File: src/rtl/tpll_pkg.sv
// ----------------------------------------------------------------------------
// Tuner PLL tuning-word package
// Types, widths and the tracking-filter band table shared by the pipeline.
// ----------------------------------------------------------------------------
package tpll_pkg;

   localparam int BAND_COUNT = 21;
   localparam int XTAL_W     = 26;
   localparam int WORD_W     = 32;
   localparam int MHZ_W      = 13;
   localparam int VCO_W      = 38;
   localparam int DVD_W      = 39;
   localparam int REF_W      = 25;
   localparam int SDM_W      = 16;
   localparam int DIV_STAGES = DVD_W;

   localparam logic [12:0] MHZ_MUL     = 13'd4295;
   localparam logic [37:0] VCO_LOW_HZ  = 38'd1770000000;
   localparam logic [37:0] VCO_HIGH_HZ = 38'd3900000000;
   localparam logic [7:0]  NINT_BIAS   = 8'd13;
   localparam logic [2:0]  DIV_NONE    = 3'd5;

   localparam logic CSR_XTAL      = 1'b0;
   localparam logic CSR_IF_OFFSET = 1'b1;

   localparam logic [9:0] BAND_MHZ [BAND_COUNT] = '{
      10'd0,   10'd50,  10'd55,  10'd60,  10'd65,  10'd70,  10'd75,
      10'd80,  10'd90,  10'd100, 10'd110, 10'd120, 10'd140, 10'd180,
      10'd220, 10'd250, 10'd280, 10'd310, 10'd450, 10'd588, 10'd650};
   localparam logic BAND_OD [BAND_COUNT] = '{
      1'b1, 1'b1, 1'b1, 1'b1, 1'b1, 1'b1, 1'b0, 1'b0, 1'b0, 1'b0, 1'b0,
      1'b0, 1'b0, 1'b0, 1'b0, 1'b0, 1'b0, 1'b0, 1'b0, 1'b0, 1'b0};
   localparam logic [7:0] BAND_MUX [BAND_COUNT] = '{
      8'h02, 8'h02, 8'h02, 8'h02, 8'h02, 8'h02, 8'h02, 8'h02, 8'h02,
      8'h02, 8'h02, 8'h02, 8'h02, 8'h02, 8'h02, 8'h02, 8'h02, 8'h41,
      8'h41, 8'h40, 8'h40};
   localparam logic [7:0] BAND_CAP [BAND_COUNT] = '{
      8'hdf, 8'hbe, 8'h8b, 8'h7b, 8'h69, 8'h58, 8'h44, 8'h44, 8'h34,
      8'h34, 8'h24, 8'h24, 8'h14, 8'h13, 8'h13, 8'h11, 8'h00, 8'h00,
      8'h00, 8'h00, 8'h00};

   typedef struct packed {
      logic              valid;
      logic [4:0]        band;
      logic [2:0]        div;
      logic [VCO_W-1:0]  vco;
   } div_meta_type;

   typedef struct packed {
      logic              valid;
      logic [4:0]        band;
      logic [2:0]        div;
      logic [7:0]        fb;
      logic              fen;
   } sdm_meta_type;

   function automatic logic [4:0] band_of(input logic [MHZ_W-1:0] mhz);
      logic [4:0] cnt;
      cnt = 5'd0;
      for (int i = 1; i < BAND_COUNT; i++) begin
         if (mhz >= {3'd0, BAND_MHZ[i]}) begin
            cnt = cnt + 5'd1;
         end
      end
      return cnt;
   endfunction

endpackage

File: src/rtl/tpll_sdm_stage.sv
// ----------------------------------------------------------------------------
// Tuner PLL sigma-delta stage
// One step of the fraction search: tries one binary weight of the reference.
// ----------------------------------------------------------------------------
module tpll_sdm_stage
   import tpll_pkg::*;
(
   input  logic                 clock,
   input  logic                 reset,
   input  logic [REF_W-1:0]     step,
   input  sdm_meta_type         meta_i,
   input  logic [WORD_W-1:0]    frac_i,
   input  logic                 done_i,
   input  logic [SDM_W-1:0]     sdm_i,
   output sdm_meta_type         meta_o,
   output logic [WORD_W-1:0]    frac_o,
   output logic                 done_o,
   output logic [SDM_W-1:0]     sdm_o
);

   sdm_meta_type         meta_ff;
   logic [WORD_W-1:0]    frac_ff, frac_in, diff;
   logic                 done_ff, done_in, hit;
   logic [SDM_W-1:0]     sdm_ff;

   always_comb begin
      hit     = !done_i && (frac_i >= {7'd0, step});
      diff    = frac_i - {7'd0, step};
      frac_in = hit ? diff : frac_i;
      done_in = done_i || (hit && diff == '0);
   end

   always_ff @(posedge clock) begin
      if (reset) begin
         meta_ff.valid <= 1'b0;
      end else begin
         meta_ff.valid <= meta_i.valid;
      end
   end

   always_ff @(posedge clock) begin
      meta_ff.band <= meta_i.band;
      meta_ff.div  <= meta_i.div;
      meta_ff.fb   <= meta_i.fb;
      meta_ff.fen  <= meta_i.fen;
      frac_ff      <= frac_in;
      done_ff      <= done_in;
      sdm_ff       <= {sdm_i[SDM_W-2:0], hit};
   end

   assign meta_o = meta_ff;
   assign frac_o = frac_ff;
   assign done_o = done_ff;
   assign sdm_o  = sdm_ff;

endmodule

File: config.mk
export PLATFORM = sky130hd
export DESIGN_NAME = tpll_sdm_stage
export DESIGN_NICKNAME = d
export VERILOG_FILES = /design/src/rtl/tpll_pkg.sv /design/src/rtl/tpll_sdm_stage.sv
export SDC_FILE = /design/constraint.sdc
export NUM_CORES = 1
export LEC_CHECK = 0
export BUFFER_PORTS_ARGS = -buffer_cell sky130_fd_sc_hd__buf_2
export CAP_MARGIN = 20
export CORE_ASPECT_RATIO = 1.4
export CORE_MARGIN = 4
export CORE_UTILIZATION = 52
export DETAILED_ROUTE_END_ITERATION = 6
export PLACE_DENSITY = 0.86
export SLEW_MARGIN = 25
export SYNTH_ARGS = -nofsm -noshare
export SYNTH_HDL_FRONTEND = slang
export SYNTH_SLANG_ARGS = --single-unit
File: constraint.sdc
create_clock -name clock -period 5.97 [get_ports clock]
set_input_delay 1.791 -clock clock [delete_from_list [all_inputs] [get_ports clock]]
set_output_delay 1.791 -clock clock [all_outputs]
set_load 0.05 [all_outputs]
; Word level (Yosys, flattened, before mapping)
; Cells that the tools add are included.
[totals]
register_bits = 67
output_inout_bits = 67
[classes]
n_addsub = 1
magnitude_cmp = 1
n_mux = 1
reduce_logical = 5
[ops]
columns = operator, count
row1 = >= comparator 32 x 25 -> 1 bit, 1
row2 = zero test 32 bit, 1
row3 = 2-to-1 mux 32 bit, 1
row4 = subtractor 32 x 25 -> 32 bit, 1
row5 = logical AND 1 bit, 2
row6 = zero test 1 bit, 1
row7 = logical OR 1 bit, 1

; Longest topological paths before layout
[depth]
depth_word = 4
mapped_depth = 13
mapped_depth_nobuf = 12

; Worst setup path after synthesis
; OpenSTA, ideal clock, no wires.
[synth_timing]
kind = input port to flip-flop
startpoint = in frac_i[0]
endpoint = reg done_ff (netlist: done_o)
setup_time_ps = 87
arrival_time_ps = 4191
required_time_ps = 5883
path_slack_ps = 1692
cell_stages = 12
path_buffers = 0
path_cell_list = inv_1 > ha_1 > fa_1 > nand2b_1 > a211o_1 > a221o_1 > o21ai_1 > o21ai_0 > a211oi_1 > and4_1 > o2111ai_1 > o31ai_1
[synth_via]
elab_chain_cells = 4
elab_cells_between_ends = 6
cone_classes = add/sub: 1 / order compare: 1 / reduce/logical: 4
[synth_rtl]
columns = item, line_no
row1 = from (decl), tpll_sdm_stage.sv:12  ; input logic [WORD_W-1:0] frac_i,
row2 = subtractor 32 x 25 -> 32 bit / >= comparator 32 x 25 -> 1 bit (equally long branches), "tpll_sdm_stage.sv:28, tpll_sdm_stage.sv:27"
row3 = zero test 32 bit / logical AND 1 bit (equally long branches), "tpll_sdm_stage.sv:30, tpll_sdm_stage.sv:27"
row4 = logical AND 1 bit *, tpll_sdm_stage.sv:30  ; done_in = done_i || (hit && diff == '0);
row5 = logical OR 1 bit *, tpll_sdm_stage.sv:30
row6 = net done_in, tpll_sdm_stage.sv:23  ; logic done_ff, done_in, hit;
row7 = to (signal assigned), tpll_sdm_stage.sv:47  ; done_ff <= done_in;
row8 = to (decl), tpll_sdm_stage.sv:23
; The timed path passes the listed nets; every way through them passes the cells marked *.
; A chain may end at the register's enable or synchronous reset.

; Worst setup path after layout
[layout_timing]
startpoint = in frac_i[0]
endpoint = reg frac_ff[28] (netlist: frac_o[28])
[layout_via]
elab_chain_cells = 3
elab_cells_between_ends = 4
cone_classes = add/sub: 1 / order compare: 1 / mux: 1 / reduce/logical: 1
[layout_rtl]
columns = item, line_no
row1 = >= comparator 32 x 25 -> 1 bit, tpll_sdm_stage.sv:27  ; hit = !done_i && (frac_i >= {7'd0, step});
row2 = logical AND 1 bit, tpll_sdm_stage.sv:27
row3 = 2-to-1 mux 32 bit *, tpll_sdm_stage.sv:29  ; frac_in = hit ? diff : frac_i;
row4 = net frac_in[28], tpll_sdm_stage.sv:22  ; logic [WORD_W-1:0] frac_ff, frac_in, diff;
row5 = to (signal assigned), tpll_sdm_stage.sv:46  ; frac_ff <= frac_in;
row6 = to (decl), tpll_sdm_stage.sv:22
; Marks and branches as above.

==> reports/qor.yml <==
drt:
  vias: 3772
  routedWlPerCell_um: 15.7
  viasPerCell: 5.34
  firstDrtPassIters: 5
  wl_mm: 11.1
  drc: 0
  postRouteAntennaNets: 0
  first_iter_violations: 168
synthesis:
  synth_warnings: 0
  synth_nets: 577
  post_synth_instance_area_um2: 3750
  syn_inst: 457
  postSynthRegisterBits: 67
  asyncSetResetFlopFracSynth_pct: 0
  synth_enable_flop_cells: 0
  seq_area_frac_synth_pct: 35.7
  yosys_most_used_dff: "dfxtp_1"
  syn_area_per_cell_um2: 8.21
  synth.distinct_cells: 67
run:
  drv.max_cap_violation_count: 0
worst_setup_path:
  crit_path_end_kind: "flip-flop"
  cp.arrival_ns: 4.86
  worst-endpoint-required_ns: 6.24
  top_fanout_value_on_the_critical_path: 27
  critPathKind: "input port to flip-flop"
  crit_start_category: "input port"
clock_network:
  clk_pin_slew_ns: 0.07
  cts_inserted_buffers: 9
  tritoncts: "yes"
  postCtsSetupRepairBufs: 0
  worst_case_clock_buffer_depth: 2
  clock-sinks: 67
  post_cts_resized: 0
  cts.htree.levels: 3
  clock-root-buffer: "clkbuf_8"
  cts-hold-fix-buffers: 0
cells_and_area:
  util_after_layout_pct: 69.5
  number_of_diodes_added_for_antenna_fixing: 0
  stdcell_count: 707
  nNetsFinal: 727
  area_growth_syn_to_layout_pct: 29.3
  number_of_filler_instances_in_the_final_layout: 583
  final_layout_size_suffix_gt1_share_pct: 31.9
  finish.instance_area_um2: 4850
placed_design:
  placed_cells_incl_taps: 691
  finalWeightedCongestion: 0.900
  io_buffers: 159
  dpl_worst_slack_ns: 0.898
  detailed_place_hpwl_mm: 8.93
  place_area_um2: 4580
global_route:
  grt_pass1_vias: 3599
  grt_antenna_before_repair: 0
  global_route_wire_length_before_repair_mm: 16.5
  globalRouteTotalUtil_pct: 24.5
  grt_remaining_overflow: 0
  grt_start_max_net_pins: 28
timing:
  maxClockFrequency_ghz: 0.218
  finalSetupViolCount: 0
  timing.final.hold_violations: 0
  setup_total_negative_slack_ns: 0
  worstMarginPinSlew_ns: 0.641
  fin_hold_ws_ns: 1.55
  finalMaxSlewViolations: 0
  grt_setup_unrepaired: "no"
  final_period_minus_worst_setup_slack_ns: 4.59
  slew_headroom_pct: 57.1
  post_route_setup_slack_ns: 1.38
  fin_crit_sh_pct: 76.9
run_status:
  run_status: "finished clean"
floorplanning:
  design.portCount: 161
  std_cell_rows: 36
  initial_utilization_pct: 53.8
  die_height_um: 109
  core_um2: 6980
  die_area_um2: 8660
  floorplan.die.width_um: 79.8
worst_hold_path:
  hold_path.class: "input port to flip-flop"
power:
  static-leakage-power_nw: 2.39
  worst_ir_drop_vdd_mv: 0.179
  p_total_mw: 1.48
  pwr_density_cell_nw_per_um2: 304
==> layout make-up <==
type	count	area [µm²]	area share, %
multi-input combinational	337	2200	45.4
sequential	67	1340	27.6
timing repair buffer	160	803	16.6
clock inverter	6	138	2.84
clock buffer	10	128	2.63
inverter	32	120	2.48
tap	95	119	2.45
==> report_power, final <==
| group | internal, mW | switching [mW] |
|---|---|---|
| combinational | 0.147 | 0.336 |
| sequential | 0.488 | 0.00877 |
| clock | 0.321 | 0.175 |
| total | 0.957 | 0.520 |
==> worst max-delay path, stage by stage <==
cell and delay, ns:
buf_2 0.08, inv_1 0.04, ha_1 0.21, fa_1 0.40, nand2b_1 0.19, a211o_1 0.33, a2111oi_2 0.40, nor2_2 0.15
o21ai_4 0.29, o21ai_4 0.24, buf_4 0.29, a211oi_1 0.28, xor2_1 0.17
==> worst paths after layout <==
check | to | from | slack, ns | cells past startpoint
hold / removal | sdm_o[4] | sdm_i[3] | 1.55 | 1
setup / recovery | frac_o[28] | frac_i[0] | 1.38 | 13
==> cell families after synthesis <==
family          Yosys count  synth area share (%)
fa+ha+maj                26                  8.87
xor+xnor                 28                  6.53
compound gates          117                  21.4
flops                    67                  35.7
simple gates            163                  20.9
buf+inv                  53                  5.77
mux                       3                 0.833
==> flip-flops by register name (all words and copies together) (netlist names) <==
signal,flops
done_o,1
sdm_o,16
frac_o,32
meta_o,18
==> Yosys cell counts (5+ instances only) <==
cell | n | share of area, %
nand2_1 | 78 | 7.8
dfxtp_1 | 67 | 36
inv_1 | 31 | 3.1
o21ai_0 | 31 | 4.1
ha_1 | 25 | 8.3
a21oi_1 | 23 | 3.1
nor2_1 | 21 | 2.1
clkbuf_1 | 14 | 1.4
xnor2_1 | 14 | 3.3
xor2_1 | 14 | 3.3
nor3_1 | 10 | 1.3
nand3_1 | 9 | 1.2
nand4_1 | 8 | 1.3
a21o_1 | 6 | 1.2
buf_2 | 5 | 0.67
nand2b_1 | 5 | 0.83
o21a_1 | 5 | 1.0
o31ai_1 | 5 | 1.0
==> cells in the final DEF, fill, tap and decap left out, drive strengths merged, types with 4 or more instances in the layout <==
cell    instances
a21oi          23
and2            4
buf           160
nor2           22
bufinv          4
dfxtp          67
nand4           8
inv            32
nor3           12
a211oi          5
xnor2          14
a21o            8
clkbuf         10
o31ai           5
nand2b          5
or3             4
o21a            5
o21ai          37
nand3           9
and3            4
nor4            4
ha             25
nand2          78
xor2           14
==> per-layer routing <==
layer / share of wire [%] / GRT usage, % / up-vias
li1: - / - / 1908
met1: 36 / 25.0 / 1673
met2: 53 / 47.4 / 170
met3: 7.8 / 5.42 / 21
met4: 2.6 / 9.66 / 0
met5: 0 / 0 / -
No activity file was read; power rests on OpenSTA's default activity.
