## src/rtl/tpll_pkg.sv

```systemverilog
// ----------------------------------------------------------------------------
// Tuner PLL tuning-word package
// Types, widths and the tracking-filter band table shared by the pipeline.
// ----------------------------------------------------------------------------
package tpll_pkg;

   localparam int BAND_COUNT = 21;
   localparam int XTAL_W     = 26;
   localparam int WORD_W     = 32;
   localparam int MHZ_W      = 13;
   localparam int VCO_W      = 38;
   localparam int DVD_W      = 39;
   localparam int REF_W      = 25;
   localparam int SDM_W      = 16;
   localparam int DIV_STAGES = DVD_W;

   localparam logic [12:0] MHZ_MUL     = 13'd4295;
   localparam logic [37:0] VCO_LOW_HZ  = 38'd1770000000;
   localparam logic [37:0] VCO_HIGH_HZ = 38'd3900000000;
   localparam logic [7:0]  NINT_BIAS   = 8'd13;
   localparam logic [2:0]  DIV_NONE    = 3'd5;

   localparam logic CSR_XTAL      = 1'b0;
   localparam logic CSR_IF_OFFSET = 1'b1;

   localparam logic [9:0] BAND_MHZ [BAND_COUNT] = '{
      10'd0,   10'd50,  10'd55,  10'd60,  10'd65,  10'd70,  10'd75,
      10'd80,  10'd90,  10'd100, 10'd110, 10'd120, 10'd140, 10'd180,
      10'd220, 10'd250, 10'd280, 10'd310, 10'd450, 10'd588, 10'd650};
   localparam logic BAND_OD [BAND_COUNT] = '{
      1'b1, 1'b1, 1'b1, 1'b1, 1'b1, 1'b1, 1'b0, 1'b0, 1'b0, 1'b0, 1'b0,
      1'b0, 1'b0, 1'b0, 1'b0, 1'b0, 1'b0, 1'b0, 1'b0, 1'b0, 1'b0};
   localparam logic [7:0] BAND_MUX [BAND_COUNT] = '{
      8'h02, 8'h02, 8'h02, 8'h02, 8'h02, 8'h02, 8'h02, 8'h02, 8'h02,
      8'h02, 8'h02, 8'h02, 8'h02, 8'h02, 8'h02, 8'h02, 8'h02, 8'h41,
      8'h41, 8'h40, 8'h40};
   localparam logic [7:0] BAND_CAP [BAND_COUNT] = '{
      8'hdf, 8'hbe, 8'h8b, 8'h7b, 8'h69, 8'h58, 8'h44, 8'h44, 8'h34,
      8'h34, 8'h24, 8'h24, 8'h14, 8'h13, 8'h13, 8'h11, 8'h00, 8'h00,
      8'h00, 8'h00, 8'h00};

   typedef struct packed {
      logic              valid;
      logic [4:0]        band;
      logic [2:0]        div;
      logic [VCO_W-1:0]  vco;
   } div_meta_type;

   typedef struct packed {
      logic              valid;
      logic [4:0]        band;
      logic [2:0]        div;
      logic [7:0]        fb;
      logic              fen;
   } sdm_meta_type;

   function automatic logic [4:0] band_of(input logic [MHZ_W-1:0] mhz);
      logic [4:0] cnt;
      cnt = 5'd0;
      for (int i = 1; i < BAND_COUNT; i++) begin
         if (mhz >= {3'd0, BAND_MHZ[i]}) begin
            cnt = cnt + 5'd1;
         end
      end
      return cnt;
   endfunction

endpackage

```

## src/rtl/tpll_div_stage.sv

```systemverilog
// ----------------------------------------------------------------------------
// Tuner PLL division stage
// One restoring step of the feedback division: one quotient bit per stage.
// ----------------------------------------------------------------------------
module tpll_div_stage
   import tpll_pkg::*;
(
   input  logic                 clock,
   input  logic                 reset,
   input  logic [XTAL_W-1:0]    divisor,
   input  div_meta_type         meta_i,
   input  logic [XTAL_W-1:0]    rem_i,
   input  logic [DVD_W-1:0]     dvd_i,
   input  logic [DVD_W-1:0]     quo_i,
   output div_meta_type         meta_o,
   output logic [XTAL_W-1:0]    rem_o,
   output logic [DVD_W-1:0]     dvd_o,
   output logic [DVD_W-1:0]     quo_o
);

   div_meta_type         meta_ff;
   logic [XTAL_W-1:0]    rem_ff, rem_in;
   logic [DVD_W-1:0]     dvd_ff, quo_ff, quo_in;
   logic [XTAL_W:0]      trial, diff;
   logic                 ge;

   always_comb begin
      trial  = {rem_i, dvd_i[DVD_W-1]};
      ge     = trial >= {1'b0, divisor};
      diff   = trial - {1'b0, divisor};
      rem_in = ge ? diff[XTAL_W-1:0] : trial[XTAL_W-1:0];
      quo_in = {quo_i[DVD_W-2:0], ge};
   end

   always_ff @(posedge clock) begin
      if (reset) begin
         meta_ff.valid <= 1'b0;
      end else begin
         meta_ff.valid <= meta_i.valid;
      end
   end

   always_ff @(posedge clock) begin
      meta_ff.band <= meta_i.band;
      meta_ff.div  <= meta_i.div;
      meta_ff.vco  <= meta_i.vco;
      rem_ff       <= rem_in;
      dvd_ff       <= {dvd_i[DVD_W-2:0], 1'b0};
      quo_ff       <= quo_in;
   end

   assign meta_o = meta_ff;
   assign rem_o  = rem_ff;
   assign dvd_o  = dvd_ff;
   assign quo_o  = quo_ff;

endmodule

```

## config.mk

```make
export PLATFORM = sky130hd
export DESIGN_NAME = tpll_div_stage
export DESIGN_NICKNAME = d
export VERILOG_FILES = /design/src/rtl/tpll_pkg.sv /design/src/rtl/tpll_div_stage.sv
export SDC_FILE = /design/constraint.sdc
export NUM_CORES = 1
export LEC_CHECK = 0
export ABC_AREA = 1
export BUFFER_PORTS_ARGS = -buffer_cell sky130_fd_sc_hd__buf_2
export CAP_MARGIN = 20
export CORE_MARGIN = 1.5
export CORE_UTILIZATION = 35
export DETAILED_ROUTE_END_ITERATION = 10
export PLACE_DENSITY = 0.76
export SLEW_MARGIN = 5
export SYNTH_ARGS = -nofsm -noshare
export SYNTH_HDL_FRONTEND = slang
export SYNTH_SLANG_ARGS = --single-unit
```

## constraint.sdc

```tcl
create_clock -name clock -period 2.3 [get_ports clock]
set_input_delay 0.23 -clock clock [delete_from_list [all_inputs] [get_ports clock]]
set_output_delay 0.23 -clock clock [all_outputs]
set_load 0.02 [all_outputs]
```

Yosys cells after proc, flatten, opt, wreduce, memory -nomap -nowiden:

Index checks and enable logic that the tools add are counted.
Widths: inputs -> output; s select.

* logic and storage cells: 10
* output and inout port bits: 151
* bits of input ports: 179
* bits in registers: 150

* magnitude comparators: 1
* $add $sub $neg: 1
* muxes and demuxes: 1

Operator list (count)
* $ge 27x26->1: 1
* $mux 26: 1
* $sub 26x26->26: 1

Logic depth before layout (Yosys ltp):

* depth after elaboration: 2
* depth in mapped cells: 15
* mapped depth without buffers: 15

Worst setup path after synthesis:

OpenSTA, ideal clock, no wires.

* path kind: input port to flip-flop
* start: input port dvd_i[38]
* end: register rem_ff[20] (netlist: rem_o[20])
* buffers on the path: 0
* slack: 0.637 ns
* library setup time: 0.113 ns
* arrival time: 1.550 ns
* cell stages on the path: 11
* data required time: 2.187 ns
* cell sequence: inv_1 > ha_1 > inv_1 > fa_1 > inv_1 > nor2_1 > or2_2 > nand3b_1 > nand4_1 > nand3_1 > nand2_1

* word-level cells in the longest chain between the ends: 2
* elaborated cells on any way between the ends: 3
* classes of those cells: add/sub: 1; order compare: 1; mux: 1

RTL lines
* from (decl): line tpll_div_stage.sv:13 `input logic [DVD_W-1:0] dvd_i,`
* $sub 26x26->26 / $ge 27x26->1 (equally long branches): line tpll_div_stage.sv:30, tpll_div_stage.sv:29
* $mux 26 *: line tpll_div_stage.sv:31 `rem_in = ge ? diff[XTAL_W-1:0] : trial[XTAL_W-1:0];`
* named net rem_in[20]: line tpll_div_stage.sv:22 `logic [XTAL_W-1:0] rem_ff, rem_in;`
* to (signal assigned): line tpll_div_stage.sv:47 `rem_ff <= rem_in;`
* to (decl): line tpll_div_stage.sv:22

Mark *: on every way through the listed nets, which the timed path passes. The rest lies on a longest branch.
A chain may end at the register's enable or synchronous reset.

Final worst setup path:

* start: input port rem_i[5]
* end: register rem_ff[17] (netlist: rem_o[17])

* word-level cells in the longest chain between the ends: 2
* elaborated cells on any way between the ends: 3
* classes of those cells: add/sub: 1; order compare: 1; mux: 1

RTL lines
* from (decl): line tpll_div_stage.sv:12 `input logic [XTAL_W-1:0] rem_i,`
* $sub 26x26->26 / $ge 27x26->1 (equally long branches): line tpll_div_stage.sv:30, tpll_div_stage.sv:29
* $mux 26 *: line tpll_div_stage.sv:31
* named net rem_in[17]: line tpll_div_stage.sv:22

Marks and branches as above.

==> results.md <==
* Fmax at 645.4 MHz
* GP Congestion at just over 0.9
* Register share of total power at 0.407
* Dpl hpwl at 14.48 mm
* CTS tree: yes
* Ys Warns at 0
* Grt ovf at 0
* Mean area per synthesized cell at 8.276 sq um
* Yosys reg bits at 150
* CTS H-tree lvls at 4
* Crit-path slowest cell: ha_1
* First-pass iteration count of the detailed router at 5
* Combinational share of power at 0.206
* Area of the multi-input gates at 1898 sq um
* Worst slack at placement at 0.3289 ns
* Die H at roughly 130 microns
* Post-layout minimum cycle time at around 1.5 ns
* Max cap viols at 0
* Main combinational cell family by area after synthesis: simple AND/OR/NAND/NOR gates
* Synth Cell Area at ~5500 sq um
* Final ANT Viol Nets at 0
* Die X-Extent at 128.0 microns
* Largest net degree at the start of global routing at 29
* Area Growth Syn to Fin at 67.68%
* IO Port Bufs at 327
* Multiplexer area fraction after synthesis at 0
* Int Pwr at approximately 4.9 mW
* Initial antenna violation count at 4
* Leak pwr at between 5 and 6 nW
* Top Ports at 330
* Fin. max-slew vios at 0
* Core box area at 15260 sq um
* CP Data Arrival Time at 1.91 ns
* Synth Area in Simple Gates at 0.2351
* Vias in the first global route at between 6000 and 7000
* Xor-xnor portion of the synthesized cell area at 0.02081
* Area share of fa/ha/maj cells after synthesis at 0.06313
* CTS max path bufs at 2
* All-Layer GR Usage at 0.2510
* DRT iter0 DRCs at 270
* CTS buffer count at 17
* Critical Path Max Stage Delay at 0.35 ns
* Compound-Gate Fraction of Synth Area at 0.02722
* First-pass GRT wire length at 31.01 mm
* Layout cells sized above 1 at 0.3281
* Worst setup margin at 0.7507 ns
* Yosys cell types at 31
* CP startpoint kind: primary input
* Mapped Cells at 661
* Hold crit path type: in2reg
* Drt total wl at between 20 and 25 mm
* Initial Utilization at 0.3585
* Crit share post-route at 0.6736
* Most frequent cells in the layout: 327 x buf_2, 205 x nand2_1, 150 x dfxtp_1
* Tot Pwr at 7.038 mW
* Worst setup path category: in2reg
* Count of final hold-check violations at 0
* Fillers at 1285
* Clk sinks at 150
* Post-CTS Setup Bufs at 0
* Clock power share at 0.387
* CP Cell Sequence: buf_2 > ha_1 > nand2_1 > nor2_2 > inv_1 > nor3_2 > nand4_4 > nand3_2 > buf_4 > nand3_1 > nand2_1
* Status: finished clean
* Worst Path Required at 2.67 ns
* Switch Pwr at 2.186 mW
* CP Capture Type: flop
* Setup TNS at 0 ns
* Register area share after synthesis at 0.5489
* Root Driver: clkbuf_16
* Synthesized net count at slightly below 900
* Die area at 16390 sq um
* Commonest non-fill, non-tap cell in the layout: buf_2
* # rows at 45
* Register area at 3003 sq um
* Vias after detailed routing at 5930
* Maximum fanout along the worst path at 12
* DRC viols at 0
* Pwr/cell area at 767.3 nW/um^2
* Vias per std cell at 4.380
* Post-layout util at 0.6011
* Crit-path most repeated cell: nand2_1
* RSZ-0062 raised after global routing: false
* Switch share at 0.3107
* Wire per inst at 15.19 microns
* Final setup violation count at 0
* VDD IR max at 0.5173 mV
* Worst-path clk slew at 0.07 ns
* Final net count at between 1000 and 1500
critical path: cells and delay by family:
family / cells / cell delay [ns]
adders and majority gates: 1 / 0.35
buffers and inverters: 3 / 0.38
and+or+nand+nor: 7 / 0.94
synth_stat cells:
cell type  instances  area, sq um
nor2_2             3        18.77
fa_1               1        20.02
clkinv_1           2        7.510
nor3_2             1        10.01
nor3_1             2        10.01
o21ai_0            3        15.01
nand3_1           27        135.1
nor2_1            32        120.1
nand3_2            2        20.02
clkbuf_1           1        3.750
ha_1              26        325.3
nand2_1          205        769.5
xor2_1            13        113.9
conb_1             1        3.750
a21oi_4            1        16.27
nand4_1           18        112.6
nand2_2            1        6.260
buf_2              2        10.01
nor4_1             1        6.260
or2_2              1        6.260
buf_6              4        45.04
buf_4              1        7.510
and2_1             1        6.260
inv_1            132        495.5
dfxtp_1          150         3003
or2_1              1        6.260
o21ai_1           12        60.06
nand3b_1           5        37.54
o21bai_1           1        7.510
a21oi_1           10        50.05
nand4_4            1        21.27
power by group through the flow:
stage | Sequential, mW | Combinational, mW | Clock, mW
final | 2.86 | 1.45 | 2.73
after CTS | 2.86 | 1.44 | 2.79
after global routing | 2.88 | 1.58 | 2.89
after global placement | 2.91 | 1.24 | 0
after detailed placement | 2.91 | 1.26 | 0
after floorplan | 3.19 | 0.486 | 0
repair_timing:
item                                   in CTS  in global routing
endpoints found under the hold margin     123                  0
gates resized for setup                     0                  0
hold buffers                              123                  0
per-layer routing:
metal | vias to the layer above | track usage | share of wire
met5 | - | 0 | 0.0017
met4 | 6 | 0.1566 | 0.044
met3 | 56 | 0.06010 | 0.055
met2 | 220 | 0.4349 | 0.49
met1 | 2715 | 0.2771 | 0.41
li1 | 2933 | - | -
path summary, 6_finish.rpt:
check	to	slack [ns]	start	depth (start not counted)
worst max-delay path	rem_o[17]$_DFF_P_	0.75	rem_i[5]	11
worst min-delay path	meta_o[46]$_SDFF_PP0_	0.03	meta_i[46]	3
layout make-up:
cell class / count / area share
tap: 211 / 0.02878
timing repair buffer: 455 / 0.3181
antenna: 3 / 0.0008184
inverter: 134 / 0.05484
sequential: 150 / 0.3274
multi-input combinational: 369 / 0.2069
clock buffer: 17 / 0.04638
clock inverter: 15 / 0.01678
registers in the layout, indices dropped and copies added, names as in the netlist:
register,count
rem_o,26
dvd_o,38
meta_o,47
quo_o,39
cell families after synthesis:
| kind of cell | after synthesis |
|---|---|
| XOR/XNOR | 13 |
| flip-flops | 150 |
| AO/OA/AOI/OAI | 27 |
| other | 1 |
| AND/OR/NAND/NOR | 301 |
| buffers and inverters | 142 |
| adder cells (fa/ha/maj) | 27 |
metrics by stage:
stage | cell area (sq um) | cells | hold slack [ns]
after global placement | 7355 | 1196 | 0.3321
after CTS | 9165 | 1351 | 0.001633
after global routing | 9170 | 1353 | 0.01837
final | 9173 | 1354 | 0.02981
after floorplan | 5470 | 661 | 0.2577
after detailed placement | 7355 | 1196 | 0.3336
Power figures use the tool's default switching activity.
