<file path="src/rtl/tpll_pkg.sv">
// ----------------------------------------------------------------------------
// Tuner PLL tuning-word package
// Types, widths and the tracking-filter band table shared by the pipeline.
// ----------------------------------------------------------------------------
package tpll_pkg;

   localparam int BAND_COUNT = 21;
   localparam int XTAL_W     = 26;
   localparam int WORD_W     = 32;
   localparam int MHZ_W      = 13;
   localparam int VCO_W      = 38;
   localparam int DVD_W      = 39;
   localparam int REF_W      = 25;
   localparam int SDM_W      = 16;
   localparam int DIV_STAGES = DVD_W;

   localparam logic [12:0] MHZ_MUL     = 13'd4295;
   localparam logic [37:0] VCO_LOW_HZ  = 38'd1770000000;
   localparam logic [37:0] VCO_HIGH_HZ = 38'd3900000000;
   localparam logic [7:0]  NINT_BIAS   = 8'd13;
   localparam logic [2:0]  DIV_NONE    = 3'd5;

   localparam logic CSR_XTAL      = 1'b0;
   localparam logic CSR_IF_OFFSET = 1'b1;

   localparam logic [9:0] BAND_MHZ [BAND_COUNT] = '{
      10'd0,   10'd50,  10'd55,  10'd60,  10'd65,  10'd70,  10'd75,
      10'd80,  10'd90,  10'd100, 10'd110, 10'd120, 10'd140, 10'd180,
      10'd220, 10'd250, 10'd280, 10'd310, 10'd450, 10'd588, 10'd650};
   localparam logic BAND_OD [BAND_COUNT] = '{
      1'b1, 1'b1, 1'b1, 1'b1, 1'b1, 1'b1, 1'b0, 1'b0, 1'b0, 1'b0, 1'b0,
      1'b0, 1'b0, 1'b0, 1'b0, 1'b0, 1'b0, 1'b0, 1'b0, 1'b0, 1'b0};
   localparam logic [7:0] BAND_MUX [BAND_COUNT] = '{
      8'h02, 8'h02, 8'h02, 8'h02, 8'h02, 8'h02, 8'h02, 8'h02, 8'h02,
      8'h02, 8'h02, 8'h02, 8'h02, 8'h02, 8'h02, 8'h02, 8'h02, 8'h41,
      8'h41, 8'h40, 8'h40};
   localparam logic [7:0] BAND_CAP [BAND_COUNT] = '{
      8'hdf, 8'hbe, 8'h8b, 8'h7b, 8'h69, 8'h58, 8'h44, 8'h44, 8'h34,
      8'h34, 8'h24, 8'h24, 8'h14, 8'h13, 8'h13, 8'h11, 8'h00, 8'h00,
      8'h00, 8'h00, 8'h00};

   typedef struct packed {
      logic              valid;
      logic [4:0]        band;
      logic [2:0]        div;
      logic [VCO_W-1:0]  vco;
   } div_meta_type;

   typedef struct packed {
      logic              valid;
      logic [4:0]        band;
      logic [2:0]        div;
      logic [7:0]        fb;
      logic              fen;
   } sdm_meta_type;

   function automatic logic [4:0] band_of(input logic [MHZ_W-1:0] mhz);
      logic [4:0] cnt;
      cnt = 5'd0;
      for (int i = 1; i < BAND_COUNT; i++) begin
         if (mhz >= {3'd0, BAND_MHZ[i]}) begin
            cnt = cnt + 5'd1;
         end
      end
      return cnt;
   endfunction

endpackage

</file>
<file path="src/rtl/tpll_front.sv">
// ----------------------------------------------------------------------------
// Tuner PLL front stage
// Picks the band and the output divider and forms the VCO frequency and the
// dividend for the feedback division.
// ----------------------------------------------------------------------------
module tpll_front
   import tpll_pkg::*;
(
   input  logic                 clock,
   input  logic                 reset,
   input  logic                 valid,
   input  logic [WORD_W-1:0]    lo,
   input  logic [MHZ_W-1:0]     mhz,
   input  logic [XTAL_W-1:0]    xtal,
   output div_meta_type         meta,
   output logic [DVD_W-1:0]     dividend
);

   div_meta_type         meta_ff, meta_in;
   logic [DVD_W-1:0]     dvd_ff, dvd_in;
   logic [2:0]           div_sel;
   logic [VCO_W-1:0]     cand;
   logic [VCO_W-1:0]     vco;

   always_comb begin
      div_sel = DIV_NONE;
      for (int d = 4; d >= 0; d--) begin
         cand = {6'd0, lo} << (d + 1);
         if (cand >= VCO_LOW_HZ && cand <= VCO_HIGH_HZ) begin
            div_sel = 3'(d);
         end
      end
      vco           = {6'd0, lo} << (div_sel + 3'd1);
      meta_in.valid = valid;
      meta_in.band  = band_of(mhz);
      meta_in.div   = div_sel;
      meta_in.vco   = vco;
      dvd_in        = {1'b0, vco} + {30'd0, xtal[XTAL_W-1:17]};
   end

   always_ff @(posedge clock) begin
      if (reset) begin
         meta_ff.valid <= 1'b0;
      end else begin
         meta_ff.valid <= meta_in.valid;
      end
   end

   always_ff @(posedge clock) begin
      meta_ff.band <= meta_in.band;
      meta_ff.div  <= meta_in.div;
      meta_ff.vco  <= meta_in.vco;
      dvd_ff       <= dvd_in;
   end

   assign meta     = meta_ff;
   assign dividend = dvd_ff;

endmodule

</file>
<file path="config.mk">
export PLATFORM = sky130hd
export DESIGN_NAME = tpll_front
export DESIGN_NICKNAME = d
export VERILOG_FILES = /design/src/rtl/tpll_pkg.sv /design/src/rtl/tpll_front.sv
export SDC_FILE = /design/constraint.sdc
export NUM_CORES = 1
export LEC_CHECK = 0
export ABC_AREA = 1
export BUFFER_PORTS_ARGS = -buffer_cell sky130_fd_sc_hd__clkbuf_2
export CAP_MARGIN = 20
export CORE_UTILIZATION = 60
export DETAILED_ROUTE_END_ITERATION = 10
export HOLD_SLACK_MARGIN = 0.1
export PLACE_DENSITY = 0.88
export SYNTH_ARGS = -nofsm -noshare
export SYNTH_HDL_FRONTEND = slang
export SYNTH_SLANG_ARGS = --single-unit
</file>
<file path="constraint.sdc">
create_clock -name clock -period 27.9 [get_ports clock]
set_input_delay 1.395 -clock clock [delete_from_list [all_inputs] [get_ports clock]]
set_output_delay 1.395 -clock clock [all_outputs]
set_load 0.03 [all_outputs]
</file>
### Word-level counts from Yosys, hierarchy flattened

Index checks and enable logic that the tools add are counted.

| storage, ports and cells | value |
|---|---|
| bits in registers | 86 |
| bits of input ports | 74 |
| output and inout bits | 86 |
| word-level logic and storage cells | 87 |

| operators by class | value |
|---|---|
| $add $sub $neg | 21 |
| $lt $le $gt $ge | 30 |
| shift-type cells | 1 |
| mux-type cells | 25 |
| reductions and logical operators | 5 |

Operators with widths:

| kind | number |
|---|---|
| 13-bit by 7-bit >= comparator with 1-bit output, second input constant | 8 |
| 5-bit by 1-bit adder with 5-bit output, second input constant | 19 |
| 5-bit two-way mux | 19 |
| 13-bit by 8-bit >= comparator with 1-bit output, second input constant | 4 |
| 38-bit by 9-bit adder with 39-bit output | 1 |
| 13-bit by 6-bit >= comparator with 1-bit output, second input constant | 3 |
| 13-bit by 9-bit >= comparator with 1-bit output, second input constant | 3 |
| 32-bit by 3-bit << shifter with 38-bit output | 1 |
| 37-bit by 31-bit >= comparator with 1-bit output, second input constant | 1 |
| 37-bit by 32-bit less-or-equal comparator with 1-bit output, second input constant | 1 |
| 36-bit by 31-bit >= comparator with 1-bit output, second input constant | 1 |
| 36-bit by 32-bit less-or-equal comparator with 1-bit output, second input constant | 1 |
| 35-bit by 31-bit >= comparator with 1-bit output, second input constant | 1 |
| 35-bit by 32-bit less-or-equal comparator with 1-bit output, second input constant | 1 |
| 34-bit by 31-bit >= comparator with 1-bit output, second input constant | 1 |
| 34-bit by 32-bit less-or-equal comparator with 1-bit output, second input constant | 1 |
| 33-bit by 31-bit >= comparator with 1-bit output, second input constant | 1 |
| 33-bit by 32-bit less-or-equal comparator with 1-bit output, second input constant | 1 |
| 13-bit by 10-bit >= comparator with 1-bit output, second input constant | 2 |
| 3-bit two-way mux | 4 |
| 1-bit logical AND | 5 |
| 3-bit by 1-bit adder with 3-bit output, second input constant | 1 |
| 1-bit two-way mux | 2 |

### Logic depth before layout (Yosys ltp)

Gate-level depths: netlist (run 1).

| logic depth | value |
|---|---|
| depth after elaboration | 40 |
| depth in mapped cells | 77 |
| depth with buffers taken out | 77 |

### Least setup slack after synthesis (run 1)

Ideal clock, no wire load.

| path | value |
|---|---|
| path kind | input port to flip-flop |
| from | input mhz[12] |
| to | register meta_ff, in the netlist meta[45] |
| setup time | 0.112 ns |
| arrival | 9.624 ns |
| data required time | 27.788 ns |
| slack | 18.164 ns |
| stages | 73 |
| buffers on the path | 0 |
| cells stage by stage | inv_1 -> nand2_1 -> nor2_1 -> nand4_1 -> nand2_1 -> inv_1 -> ha_1 -> inv_1 -> nand3_2 -> nand2_4 -> inv_1 -> ha_1 -> inv_1 -> nand2_1 -> nand2_1 -> nor2_1 -> inv_1 -> nand3_1 -> (+37 left out) -> inv_1 -> nor2_2 -> nor2_1 -> o21ai_0 -> inv_1 -> ha_1 -> or2_2 -> nand2_1 -> nand2_1 -> o21ai_0 -> inv_1 -> ha_1 -> nand4_1 -> inv_1 -> nand2_1 -> inv_1 -> nand2_1 -> nand2_1 |

RTL lines:

| item | RTL line | RTL |
|---|---|---|
| start: declaration | tpll_front.sv:13 | `input logic [MHZ_W-1:0] mhz,` |
| end: declaration | tpll_front.sv:19 | `div_meta_type meta_ff, meta_in;` |

==> impl_metrics.json, run 1 <==
{
  "path_common_cell": "nand2_1",
  "fin_crit_sh_pct": 38.6,
  "maxSlewViolCount": 0,
  "clock_sinks": 86,
  "holdBufCountCts": 0,
  "cts-buffers-inserted": 9,
  "postCtsSetupRepairBufs": 0,
  "cp-end-kind": "flip-flop",
  "row_count": 41,
  "finalSetupTns_ns": 0,
  "overflow": 0,
  "critical_path_class": "primary input to flip-flop",
  "avgSynthCellArea_um2": 5.88,
  "grt_pass1_vias": 8427,
  "drt_iter0_markers": 720,
  "place_hpwl_um": 17900,
  "tightest_slew_ns": 0.894,
  "min_to": "meta[46]$_SDFF_PP0_",
  "critPathTopFamily": "simple AND/OR/NAND/NOR gates",
  "status": "finished clean",
  "ir_drop_mv": 0.0488,
  "fillers": 1115,
  "finalSetupViolCount": 0,
  "pre_cts_ws_ns": 16.83,
  "clk_pin_slew_ns": 0.07,
  "dr.pass1.iters": 5,
  "max_stage_delay_ns": 0.34,
  "synthArstFlopShare_pct": 0,
  "crit_path_start_kind": "primary input",
  "grtUsageTotal_pct": 31.8,
  "cp_num_buf_inv": 16,
  "ys_seq_area_share_pct": 21.4,
  "synthCells": 1366,
  "synth-edff-count": 0,
  "synthTopCellsByArea": "dfxtp_1, nand2_1, inv_1",
  "wl_per_cell_um": 13.2,
  "grt_pass1_wl_um": 36600,
  "io-pin-count": 160,
  "setup_slack_ns": 17.12,
  "hold_viol": 0,
  "vias": 8980,
  "power_density_nw_per_um2": 74.7,
  "cp_slowest_cell": "nor2_1",
  "grt_max_degree": 62,
  "place.gp.congestion": 0.946,
  "synth_area_leader_cell": "dfxtp_1",
  "max_freq_mhz": 92.8,
  "hold_start": "reset",
  "synth-seq-cells": 86,
  "die-width_um": 118,
  "cts_resized": 0,
  "place_area_um2": 8830,
  "relSlewSlack_pct": 40.0,
  "die-area_um2": 13900,
  "drc": 0,
  "rsz0062_at_grt": "false",
  "cap_violations": 0,
  "ys.flop_type": "dfxtp_1",
  "coreArea_um2": 12800,
  "viasPerCell": 5.38,
  "final_area_um2": 9130,
  "mappedNetlistNets": 1470,
  "cts_tree": "done",
  "yosysWarnings": 0,
  "antenna_cells": 0,
  "port_buffers": 142,
  "initial_utilization_pct": 62.7,
  "final_cell_mix": "nand2_1, inv_1, clkbuf_2, nor2_1, nand3_1",
  "syn_area_um2": 8040,
  "cp.arrival_ns": 11.02,
  "cts_root_buffer": "clkbuf_16",
  "cp_max_fo": 4,
  "finalNetCount": 1597,
  "leakage_nw": 4.99,
  "antenna_found_initial": 0,
  "die_y_um": 118,
  "netlist-cell-type-count": 53,
  "yosys.area.top_type_share_pct": 21.4,
  "clk_path_buf_depth": 2,
  "whs_path_depth": 2,
  "period_needed_ns": 10.78,
  "required_ns": 28.14,
  "min_path_type": "primary input to flip-flop",
  "crit_start": "mhz[9]",
  "final_common_cell": "nand2_1",
  "drive_gt1_share_pct": 17.8,
  "htreeDepth": 3,
  "drtAntennaViolNets": 0,
  "areaGrowthSynthToFinish_pct": 13.6,
  "wirelength_um": 22100
}
-- final cells by class --
| type | count | area [um^2] | share of cell area [%] |
|---|---|---|---|
| Clock buffer | 9 | 225 | 2.47 |
| Multi-Input combinational cell | 1022 | 5310 | 58.1 |
| Inverter | 231 | 870 | 9.52 |
| Sequential cell | 86 | 1720 | 18.9 |
| Tap cell | 172 | 215 | 2.36 |
| Timing Repair Buffer | 143 | 718 | 7.87 |
| Clock inverter | 7 | 73.8 | 0.808 |
-- cell families after synthesis --
kind of cell,after synthesis,share of synthesized area [%]
adders and majority gates,30,4.76
AOI/OAI and AO/OA,181,12.6
and+or+nand+nor,768,43.8
DFF,86,21.4
buffers and inverters,258,12.6
muxes,5,0.623
xor gates and xnor gates,38,4.14
-- layer usage --
layer | global-route usage, % | part of all wire (%)
met5 | 0 | 0
met4 | 15.2 | 4.3
met3 | 4.70 | 5.9
met2 | 60.0 | 50
met1 | 34.3 | 40
-- report_power, final --
| group | total, W | internal, W | switching (W) |
|---|---|---|---|
| clock | 0.000116 | 0.0000632 | 0.0000525 |
| sequential | 0.000174 | 0.000162 | 0.0000118 |
| combinational | 0.000392 | 0.000119 | 0.000273 |
| total | 0.000682 | 0.000344 | 0.000338 |
-- flip-flops by register name, indices dropped and copies added, names as in the netlist --
signal / cells
dividend: 39
meta: 47
-- synth_stat cells, types with 2 or more instances --
library cell / count
nor2_1: 123
o21ai_0: 85
nand2_2: 35
inv_1: 212
o2111ai_1: 2
a21oi_1: 25
o21ai_1: 31
nand3b_1: 6
o21bai_1: 2
a211oi_1: 2
nand3_2: 16
o21a_1: 3
buf_2: 12
nor3_1: 24
mux2i_1: 5
nor2_2: 11
a21boi_0: 2
and3_1: 2
nand2_4: 8
nor3_2: 4
xor2_1: 26
o21ai_2: 2
or2_2: 6
clkbuf_1: 9
nand3_1: 110
nand2_1: 383
ha_1: 29
nor4_1: 12
nor2_4: 4
nand4_1: 21
a31oi_1: 8
a21oi_2: 2
xnor2_1: 12
dfxtp_1: 86
clkinv_1: 3
o31ai_1: 6
buf_4: 3
buf_6: 2
o211ai_1: 4
inv_2: 15
-- how the worst max path moves through the flow --
stage | endpoint | slack [ns] | depth (start not counted)
final | meta[45]$_DFF_P_ | 17.12 | 74
after detailed placement | meta[45]$_DFF_P_ | 16.83 | 74
after floorplan | meta[45]$_DFF_P_ | 18.16 | 73
after global routing | meta[45]$_DFF_P_ | 16.32 | 74
after CTS | meta[45]$_DFF_P_ | 17.15 | 74
after global placement | meta[45]$_DFF_P_ | 17.16 | 74
-- stage by stage --
step | std cells | total power, W | utilization [%] | hold WS, ns
global placement | 1654 | 0.000553 | 68.9 | 1.55
floorplan | 1366 | 0.000475 | - | 1.47
global route | 1670 | 0.000735 | 71.2 | 1.21
CTS | 1670 | 0.000682 | 71.2 | 1.20
detailed placement | 1654 | 0.000564 | 68.9 | 1.56
finish | 1670 | 0.000682 | 71.2 | 1.21
Power figures use the tool's default switching activity.
==> run 2, diff against run 1 <==
--- a/config.mk
+++ b/config.mk
@@ -8,10 +8,10 @@
 export ABC_AREA = 1
 export BUFFER_PORTS_ARGS = -buffer_cell sky130_fd_sc_hd__clkbuf_2
 export CAP_MARGIN = 20
-export CORE_UTILIZATION = 60
+export CORE_UTILIZATION = 57
 export DETAILED_ROUTE_END_ITERATION = 10
 export HOLD_SLACK_MARGIN = 0.1
-export PLACE_DENSITY = 0.88
+export PLACE_DENSITY = 0.84
 export SYNTH_ARGS = -nofsm -noshare
 export SYNTH_HDL_FRONTEND = slang
 export SYNTH_SLANG_ARGS = --single-unit
==> constraint.sdc (replaced) <==
create_clock -name clock -period 10.5 [get_ports clock]
set_input_delay 0.525 -clock clock [delete_from_list [all_inputs] [get_ports clock]]
set_output_delay 0.525 -clock clock [all_outputs]
set_load 0.03 [all_outputs]
==> impl_metrics.json, run 2 (synthesized netlist as in run 1, its figures left out) <==
{
  "die_y_um": 121,
  "die-area_um2": 14600,
  "cp-end-kind": "flip-flop",
  "internal-power_w": 0.000935,
  "min_path_type": "primary input to flip-flop",
  "grt_pass1_wl_um": 35400,
  "p_comb_share_pct": 56.8,
  "drc": 0,
  "largest_register_ffs": 47,
  "tightest_slew_ns": 0.877,
  "io-pin-count": 160,
  "path_common_cell": "nand2_1",
  "antenna_cells": 0,
  "drive_gt1_share_pct": 17.9,
  "row_count": 43,
  "clk_pin_slew_ns": 0.06,
  "cp_max_fo": 9,
  "fin_crit_sh_pct": 90.7,
  "vias": 8870,
  "holdBufCountCts": 0,
  "drt_iter0_markers": 561,
  "postCtsSetupRepairBufs": 0,
  "finalNetCount": 1598,
  "setup_slack_ns": 0.974,
  "viasPerCell": 5.28,
  "areaGrowthSynthToFinish_pct": 14.0,
  "wirelength_um": 21500,
  "rsz0062_at_grt": "false",
  "maxSlewViolCount": 0,
  "grtUsageTotal_pct": 29.6,
  "required_ns": 10.73,
  "place.gp.congestion": 0.991,
  "status": "finished clean",
  "period_needed_ns": 9.53,
  "coreArea_um2": 13800,
  "die-width_um": 121,
  "p_sw_w": 0.000884,
  "relSlewSlack_pct": 41.3,
  "clk_path_buf_depth": 2,
  "finalSetupViolCount": 0,
  "max_stage_delay_ns": 0.33,
  "ir_drop_mv": 0.119,
  "grt_max_degree": 62,
  "grt_pass1_vias": 8009,
  "htreeDepth": 3,
  "antenna_found_initial": 0,
  "final_common_cell": "nand2_1",
  "port_buffers": 142,
  "swShare_pct": 48.6,
  "pre_cts_ws_ns": 0.596,
  "cap_violations": 0,
  "seqPwrFrac_pct": 25.5,
  "cts_resized": 0,
  "crit_path_start_kind": "primary input",
  "final_cell_mix": "nand2_1, inv_1, clkbuf_2, nor2_1, nand3_1",
  "hold_viol": 0,
  "cts_tree": "done",
  "clock_sinks": 86,
  "wl_per_cell_um": 12.8,
  "clockPowerShare_pct": 17.7,
  "cts_root_buffer": "clkbuf_16",
  "dr.pass1.iters": 5,
  "power_density_nw_per_um2": 199,
  "cts-buffers-inserted": 9,
  "cp.arrival_ns": 9.76,
  "critical_path_class": "primary input to flip-flop",
  "drtAntennaViolNets": 0,
  "initial_utilization_pct": 58.1,
  "overflow": 0,
  "leakage_nw": 5.00,
  "cp_slowest_cell": "or2_2",
  "place_hpwl_um": 17300,
  "finalSetupTns_ns": 0,
  "max_freq_mhz": 105
}
## run 2: worst paths after layout
kind	start	end	cells after the start	slack (ns)
worst max-delay path	mhz[8]	meta[45]$_DFF_P_	73	0.97
worst min-delay path	reset	meta[46]$_SDFF_PP0_	2	0.33
## run 2: per-layer routing
layer / GRT usage [%] / vias up / wire length [um] / part of all wire (%)
met5: 0 / - / 0 / 0
met4: 10.6 / 0 / 658 / 3.1
met3: 4.34 / 64 / 1240 / 5.8
met2: 55.1 / 311 / 10600 / 49
met1: 34.1 / 3878 / 8950 / 42
li1: - / 4617 / - / -
## run 2: power groups by stage
| stage | Combinational [W] | Sequential, W | Clock [W] |
|---|---|---|---|
| 3_5_place_dp | 0.00102 | 0.000471 | 0 |
| 3_3_place_gp | 0.00100 | 0.000468 | 0 |
| 4_1_cts | 0.00103 | 0.000463 | 0.000324 |
| 6_report | 0.00103 | 0.000463 | 0.000322 |
| 2_1_floorplan | 0.000591 | 0.000670 | 0 |
| 5_1_grt | 0.00116 | 0.000471 | 0.000339 |
## run 2: area by class of cell
class / count / area (um^2)
Tap cell: 180 / 225
Sequential cell: 86 / 1720
Multi-Input combinational cell: 1022 / 5310
Timing Repair Buffer: 144 / 726
Fill cell: 1253 / 4670
Clock inverter: 7 / 80.1
Inverter: 231 / 870
Clock buffer: 9 / 225
## run 2: metrics by stage
stage	total power [W]	instance area, um^2	util (%)	hold slack, ns	instances
global placement	0.00147	8850	64.0	0.684	1663
CTS	0.00182	9160	66.2	0.331	1679
detailed placement	0.00149	8850	64.0	0.686	1663
floorplan	0.00126	8040	-	0.596	1366
finish	0.00182	9160	66.2	0.335	1679
global route	0.00197	9160	66.2	0.334	1679
## run 2: worst max-delay path, delay by kind of cell
family	cells	cell delay, ns
simple gates	40	4.25
buf+inv	15	1.00
compound gates	8	1.23
fa+ha+maj	10	2.73
==> run 3, diff against run 2 <==
--- a/config.mk
+++ b/config.mk
@@ -8,8 +8,10 @@
 export ABC_AREA = 1
 export BUFFER_PORTS_ARGS = -buffer_cell sky130_fd_sc_hd__clkbuf_2
 export CAP_MARGIN = 20
+export CORE_MARGIN = 2
 export CORE_UTILIZATION = 57
 export DETAILED_ROUTE_END_ITERATION = 10
+export GPL_ROUTABILITY_DRIVEN = 0
 export HOLD_SLACK_MARGIN = 0.1
 export PLACE_DENSITY = 0.84
 export SYNTH_ARGS = -nofsm -noshare
==> impl_metrics.json, run 3 (synthesized netlist as in run 1, its figures left out) <==
{
  "viasPerCell": 5.35,
  "antenna_found_initial": 0,
  "crit_path_start_kind": "primary input",
  "cp_slowest_cell": "or2_2",
  "initial_utilization_pct": 58.1,
  "grt_max_degree": 62,
  "ir_drop_mv": 0.109,
  "rsz0062_at_grt": "false",
  "wirelength_um": 20900,
  "place_area_um2": 8850,
  "whs_path_depth": 2,
  "relSlewSlack_pct": 42.0,
  "cp.arrival_ns": 9.69,
  "period_needed_ns": 9.46,
  "die-width_um": 123,
  "finalNetCount": 1598,
  "finalSetupTns_ns": 0,
  "power_density_nw_per_um2": 201,
  "dr.pass1.iters": 7,
  "fillers": 1267,
  "max_freq_mhz": 106,
  "clk_path_buf_depth": 2,
  "cp_max_fo": 9,
  "final_common_cell": "nand2_1",
  "max_stage_delay_ns": 0.31,
  "cap_violations": 0,
  "final_area_um2": 9180,
  "areaGrowthSynthToFinish_pct": 14.3,
  "die-area_um2": 15100,
  "htreeDepth": 3,
  "final_core_util_pct": 66.4,
  "required_ns": 10.73,
  "finalSetupViolCount": 0,
  "critical_path_class": "primary input to flip-flop",
  "grtUsageTotal_pct": 27.5,
  "coreArea_um2": 13800,
  "min_path_type": "primary input to flip-flop",
  "overflow": 0,
  "port_buffers": 142,
  "place_hpwl_um": 16900,
  "leakage_nw": 5.00,
  "vias": 8989,
  "io-pin-count": 160,
  "status": "finished clean",
  "cts_resized": 0,
  "cp-end-kind": "flip-flop",
  "largest_register_ffs": 47,
  "postCtsSetupRepairBufs": 0,
  "die_y_um": 123,
  "grt_pass1_wl_um": 34100,
  "path_common_cell": "nand2_1",
  "wl_per_cell_um": 12.5,
  "drive_gt1_share_pct": 17.9,
  "row_count": 43,
  "setup_slack_ns": 1.04,
  "cts-buffers-inserted": 9,
  "final_cell_mix": "nand2_1, inv_1, clkbuf_2, nor2_1, nand3_1",
  "antenna_cells": 0,
  "hold_viol": 0,
  "drc": 0,
  "drtAntennaViolNets": 0,
  "finalHoldWorstSlack_ns": 0.343,
  "cts_tree": "done",
  "pre_cts_ws_ns": 0.616,
  "drt_iter0_markers": 711,
  "holdBufCountCts": 0,
  "clk_pin_slew_ns": 0.06,
  "grt_pass1_vias": 7969,
  "fin_crit_sh_pct": 90.1,
  "tightest_slew_ns": 0.867,
  "cts_root_buffer": "clkbuf_16",
  "clock_sinks": 86,
  "maxSlewViolCount": 0
}
-- run 3: cell types whose count changed in the layout (fill, tap and decap cells not counted) --
cell        change
clkinvlp_4      +1
clkinv_4        -1
bufinv_16       +1
clkinv_2        -1
-- run 3: cell type report --
class	instances	area (um^2)	area share [%]
Multi-Input combinational cell	1022	5310	57.8
Sequential cell	86	1720	18.8
Inverter	231	870	9.47
Timing Repair Buffer	144	726	7.90
Clock buffer	9	225	2.45
Tap cell	180	225	2.45
Clock inverter	7	104	1.13
-- run 3: stage by stage --
stage,instances,power [W]
6_report,1679,0.00184
5_1_grt,1679,0.00198
4_1_cts,1679,0.00184
3_5_place_dp,1663,0.00150
3_3_place_gp,1663,0.00147
2_1_floorplan,1366,0.00126
-- run 3: path summary, 6_finish.rpt --
path | from | endpoint
worst max-delay path | mhz[8] | meta[45]$_DFF_P_
worst min-delay path | reset | meta[46]$_SDFF_PP0_
-- run 3: power by group --
part           internal, W  switching [W]  leakage, nW  total, W
clock             0.000212       0.000132        0.155  0.000343
sequential        0.000431      0.0000310        0.722  0.000462
combinational     0.000316       0.000719         4.13   0.00104
total             0.000959       0.000882         5.00   0.00184
-- run 3: critical path, delay by kind of cell --
kind / cells / cell delay, ns
AND/OR/NAND/NOR: 40 / 4.23
adder cells (fa/ha/maj): 10 / 2.71
AO/OA/AOI/OAI: 8 / 1.21
buffers and inverters: 15 / 0.99
-- run 3: metal layers --
metal  track usage (%)  vias up  share of wire [%]
met5                 0        -                  0
met4              12.2        0                4.3
met3              4.04       84                6.6
met2              51.3      360                 49
met1              30.5     3915                 40
li1                  -     4630                  -
